## config.mk

```make
export PLATFORM = sky130hd
export DESIGN_NAME = pcbel_ram
export DESIGN_NICKNAME = d
export VERILOG_FILES = /design/src/pcbel_ram.sv
export SDC_FILE = /design/constraint.sdc
export NUM_CORES = 1
export LEC_CHECK = 0
export BUFFER_PORTS_ARGS = -buffer_cell sky130_fd_sc_hd__buf_2
export CAP_MARGIN = 20
export CELL_PAD_IN_SITES_DETAIL_PLACEMENT = 0
export CELL_PAD_IN_SITES_GLOBAL_PLACEMENT = 1
export CORE_UTILIZATION = 55
export CTS_CLUSTER_SIZE = 30
export DETAILED_ROUTE_END_ITERATION = 7
export GPL_TIMING_DRIVEN = 1
export PLACE_DENSITY_LB_ADDON = 0.1
export SETUP_SLACK_MARGIN = 0.2
export SYNTH_ARGS = -nofsm -noshare
export SYNTH_HDL_FRONTEND = slang
export SYNTH_SLANG_ARGS = --single-unit
```

## constraint.sdc

```tcl
create_clock -name clk -period 5.8 [get_ports clk]
set_input_delay 1.16 -clock clk [delete_from_list [all_inputs] [get_ports clk]]
set_output_delay 1.16 -clock clk [all_outputs]
set_load 0.01 [all_outputs]
```

## src/pcbel_ram.sv

```systemverilog
// Generic single-write, single-read RAM with registered read data.
// Used for the generation and seen-state stores. No dependencies.
`default_nettype none

module pcbel_ram #(
	parameter int WIDTH = 32,
	parameter int DEPTH = 16
) (
	input  wire logic                     clk,
	input  wire logic                     we,
	input  wire logic [$clog2(DEPTH)-1:0] waddr,
	input  wire logic [WIDTH-1:0]         wdata,
	input  wire logic [$clog2(DEPTH)-1:0] raddr,
	output logic      [WIDTH-1:0]         rdata
);

	logic [WIDTH-1:0] mem_q [DEPTH];

	// Write port and registered read port
	always_ff @(posedge clk) begin
		if (we) begin
			mem_q[waddr] <= wdata;
		end
		rdata <= mem_q[raddr];
	end

endmodule

`default_nettype wire

```

# After elaboration in Yosys (flattened, before gate mapping)
# Memory sizes are Yosys's and may differ from the RTL's. A register that Yosys moved wholly into a read port is not among the register bits.
# Index checks and enable logic that the tools add are counted.
# totals
reg_bits	0
output_inout_bits	32
ram_bits	512
n_memories	1
# op_classes
mux	2
# memory_table
name	depth	width	read_ports	rd_ports_with_merged_regs	write_ports	line	text
mem_q	16	32	1	1	1	17	logic [WIDTH-1:0] mem_q [DEPTH];
# op_table
operator	count
two-way mux 1 bit	2

# Longest topological paths before layout
# depth
depth_word	2
mapped_depth	5
mapped_depth_nobuf	3

# Worst setup path before layout
# No wires, ideal clock.
# synth_path
path_type	input to register
from	input port waddr[2]
to	memory mem_q[0][0], enable pin
path_stages	2
n_path_buf	0
setup_slack_ns	1.460
arrival_ns	3.878
path_cell_list	or3b_2 > nor3_1
# synth_lines
item	line	text
from (decl)	11	input wire logic [$clog2(DEPTH)-1:0] waddr,
to (decl)	17	
# Straight into the memory's write port.

==> flow_results.org <==
** STA
- Clock skew on the completed layout was measured at 0.0140 ns.
- Actual slew at the worst max-slew pin :: 1.11 ns
- After routing, the total negative slack on setup checks comes to 0 ns.
- The worst path in the final design needs a cycle of 2.85 ns, including I/O delays and setup.
- The hold violation count in the final report came to 0.
- Final Worst Setup Slack :: 2.95 ns
- Setup violations, final :: 0
- Measured against its own limit, the worst slew margin works out to 25.6%.
- Crit share post-route :: 49.2%
- Timing would allow up to 350 MHz.
- Count of pins over their slew limit :: 0
- Setup repair after global routing left no endpoint under its margin.

** Routing
- DR vias :: 8837
- After detailed routing, the number of remaining DRC violations is 0.
- Once detail routing completed, the nets flagged for antenna violations numbered 0.
- WL/cell :: 27.7 um
- After the first detailed-routing iteration, the DRC count stood at 744.
- The final layout contains routed wiring with a total length of 40.2 mm.
- Via/cell ratio :: 6.09
- First drt pass iteration count :: 5

** Setup path
- Worst R2R Path Depth :: 3
- Delay-heaviest family, CP :: buffers and inverters
- Critical Path End Type :: register
- Crit-path max FO :: 71
- The number of buffers and inverters on the critical path is 2.
- The startpoint identified for the worst register-to-register timing path is mem_q[3][24]$_DFFE_PP_.
- STA classifies the critical path startpoint as an input port.
- R2R Setup Slk :: 4.46 ns
- CP peak stage delay :: 0.66 ns
- CP max stage cell :: clkbuf_8
- Beginning of the critical path :: raddr[0]
- Endpoint of the worst-slack reg-to-reg timing path :: rdata[24]$_DFF_P_
- Cells along the critical path :: clkbuf_8 > buf_4 > mux4_2 > a22oi_1 > nand2_1
- Data arrives at the worst endpoint at 3.32 ns.
- STA puts the critical path data required time at 6.27 ns.
- Start-to-end type of the worst setup path :: input port to register

** Yosys
- The synthesized design contains 544 register bits.
- Yosys printed 0 warnings.
- The number of nets handed over by synthesis was 880.
- After synthesis, the mean cell area works out to 23.7 um^2.
- Yosys cell types :: 18
- Number of cells produced by synthesis :: 838
- Sequential-to-total area share from yosys stat :: 80.7%
- Combined area of all synthesized cells :: 19900 um^2

** Floorplanning
- # IOs :: 74
- DIE HEIGHT :: 192 um
- For this configuration, the core starts out at a cell density of 55.8%.
- Horizontal die dimension :: 192 um
- Number of core rows :: 69
- Die Footprint :: 36900 um^2
- The core region is 35600 um^2.

** Final layout
- In the layout the commonest cells are 512 x edfxtp_1, 128 x mux4_2, 71 x buf_2, 64 x a22oi_1, 53 x clkbuf_16.
- At the end of the flow the core is filled with cells to 63.6%.
- Most common cell after layout, fill and taps aside :: edfxtp_1
- Area growth from synthesis to final layout :: 14.0%
- The post-route netlist has 32.2% of its cells at a drive strength greater than 1.
- Finished Layout Cells :: 1451
- Net count, final :: 989

** Placed design
- Prior to clock tree synthesis, the placed netlist has a worst setup slack of 2.30 ns.
- Placed Cells incl. Taps :: 1353
- Summed over all nets, the half-perimeter wirelength after detailed placement is 20.5 mm.
- Final weighted congestion in routability-driven placement :: 0.698
- Count of input and output buffers :: 73

** Clocking
- Deepest level of the CTS H-tree :: 2
- Clock slew at the register clock pins of the worst setup and hold paths :: 0.06 ns
- The clock reaches the later pin of the worst-skew pair after 0.58 ns.
- Maximum number of buffers from clock root to sink :: 3
- The number of hold buffers added after CTS was 0.
- Clock tree from TritonCTS :: built
- The number of gates resized after CTS was 0.
- After clock tree synthesis, the setup repair step added 0 buffers.
- The clock drives 544 sinks.
- Root Buffer Master :: clkbuf_16
- Counting the buffers created by CTS gives 53.

** Status
- The run finished with clean final reports.

** Global route
- In the global route stage, overall resource usage came out at 22.7%.
- The number of antenna violations at the first check in global routing came to 1.
- Entering global routing, the biggest net connects 72 pins.
- Via count of the first global-routing pass :: 9363
- The first global-routing pass estimated 59.0 mm of wire.
- Global routing finished with a remaining overflow of 0.

** Hold path
- The worst hold path was traced through 3 stages.
- The startpoint identified for the worst hold timing path is mem_q[14][9]$_DFFE_PP_.
- The worst hold path belongs to the class register to register.
- End point of the worst hold path :: rdata[9]$_DFF_P_

** Power
- Dividing total power by cell area gives a power density of 356 nW/um^2.
- IR analysis of the VDD net gives a maximum drop of 0.250 mV.
- After layout, the design draws a total of 8.07 mW.
- Pleak :: 7.29 nW

** Job
- Max Cap Viol :: 0
## how the worst max path moves through the flow
stage	to	slack, ns	depth (start not counted)
3_3_place_gp	rdata[14]$_DFF_P_	2.32	5
2_1_floorplan	mem_q[0][0]$_DFFE_PP_	1.46	2
3_5_place_dp	rdata[19]$_DFF_P_	2.30	5
5_1_grt	rdata[21]$_DFF_P_	2.73	5
4_1_cts	rdata[21]$_DFF_P_	2.91	5
6_report	rdata[21]$_DFF_P_	2.95	5
## cells in the mapped netlist
library cell    n  area, um^2
nand3_1         1        5.00
edfxtp_1      512       15400
nor3_1          4        20.0
mux4_2        128        2880
nor2b_1         2        12.5
buf_1           9        33.8
buf_2           4        20.0
buf_4          11        82.6
and2_1          1        6.26
nor2_1         13        48.8
a22oi_1        64         480
dfxtp_1        32         641
or3b_2          1        8.76
nand3b_1        2        15.0
nand2_1        33         124
clkbuf_1       17        63.8
nand2b_1        2        12.5
buf_6           2        22.5
## worst register-to-register path, cell delays in order, from the launching register on
cell and delay (ns):
edfxtp_1 0.37, mux4_2 0.48, a22oi_1 0.25, nand2_1 0.12
## state kept, by name, summed over array words and instances (netlist names)
register / flops
mem_q: 512
rdata: 32
## logic make-up (layout without fill, tap and decap cells)
logic type	count (synthesis)	count (layout)	synth area share [%]
other	0	1	0
multiplexers	128	128	14.5
buffers and inverters	43	194	1.12
AND/OR/NAND/NOR	59	59	1.27
flip-flops	544	544	80.7
AO/OA/AOI/OAI	64	64	2.42
## layer usage
layer / vias to the layer above / wire, um / global-route usage [%]
met5: - / 0 / 0
met1: 4761 / 16500 / 30.1
met3: 59 / 1990 / 4.11
li1: 3795 / - / -
met2: 222 / 21000 / 38.8
met4: 0 / 777 / 6.45
## where the power goes
part,leakage [nW],switching (mW),internal (mW)
clock,0.820,1.35,1.91
combinational,1.58,0.223,0.157
sequential,4.89,0.0268,4.40
## final cells by class
cell class | instances | area [um^2]
Timing Repair Buffer | 97 | 627
Sequential cell | 544 | 16000
Antenna cell | 1 | 2.50
Multi-Input combinational cell | 251 | 3750
Fill cell | 2379 | 12900
Clock inverter | 13 | 116
Tap cell | 461 | 577
Clock buffer | 84 | 1550
## through the flow
step | hold WS [ns] | cell area [um^2]
after floorplan | 0.635 | 19900
after global placement | 0.649 | 20900
after detailed placement | 0.658 | 21000
after CTS | 0.669 | 22600
after global routing | 0.691 | 22600
final | 0.664 | 22600
Note: power is estimated with default switching activity, not from simulation.
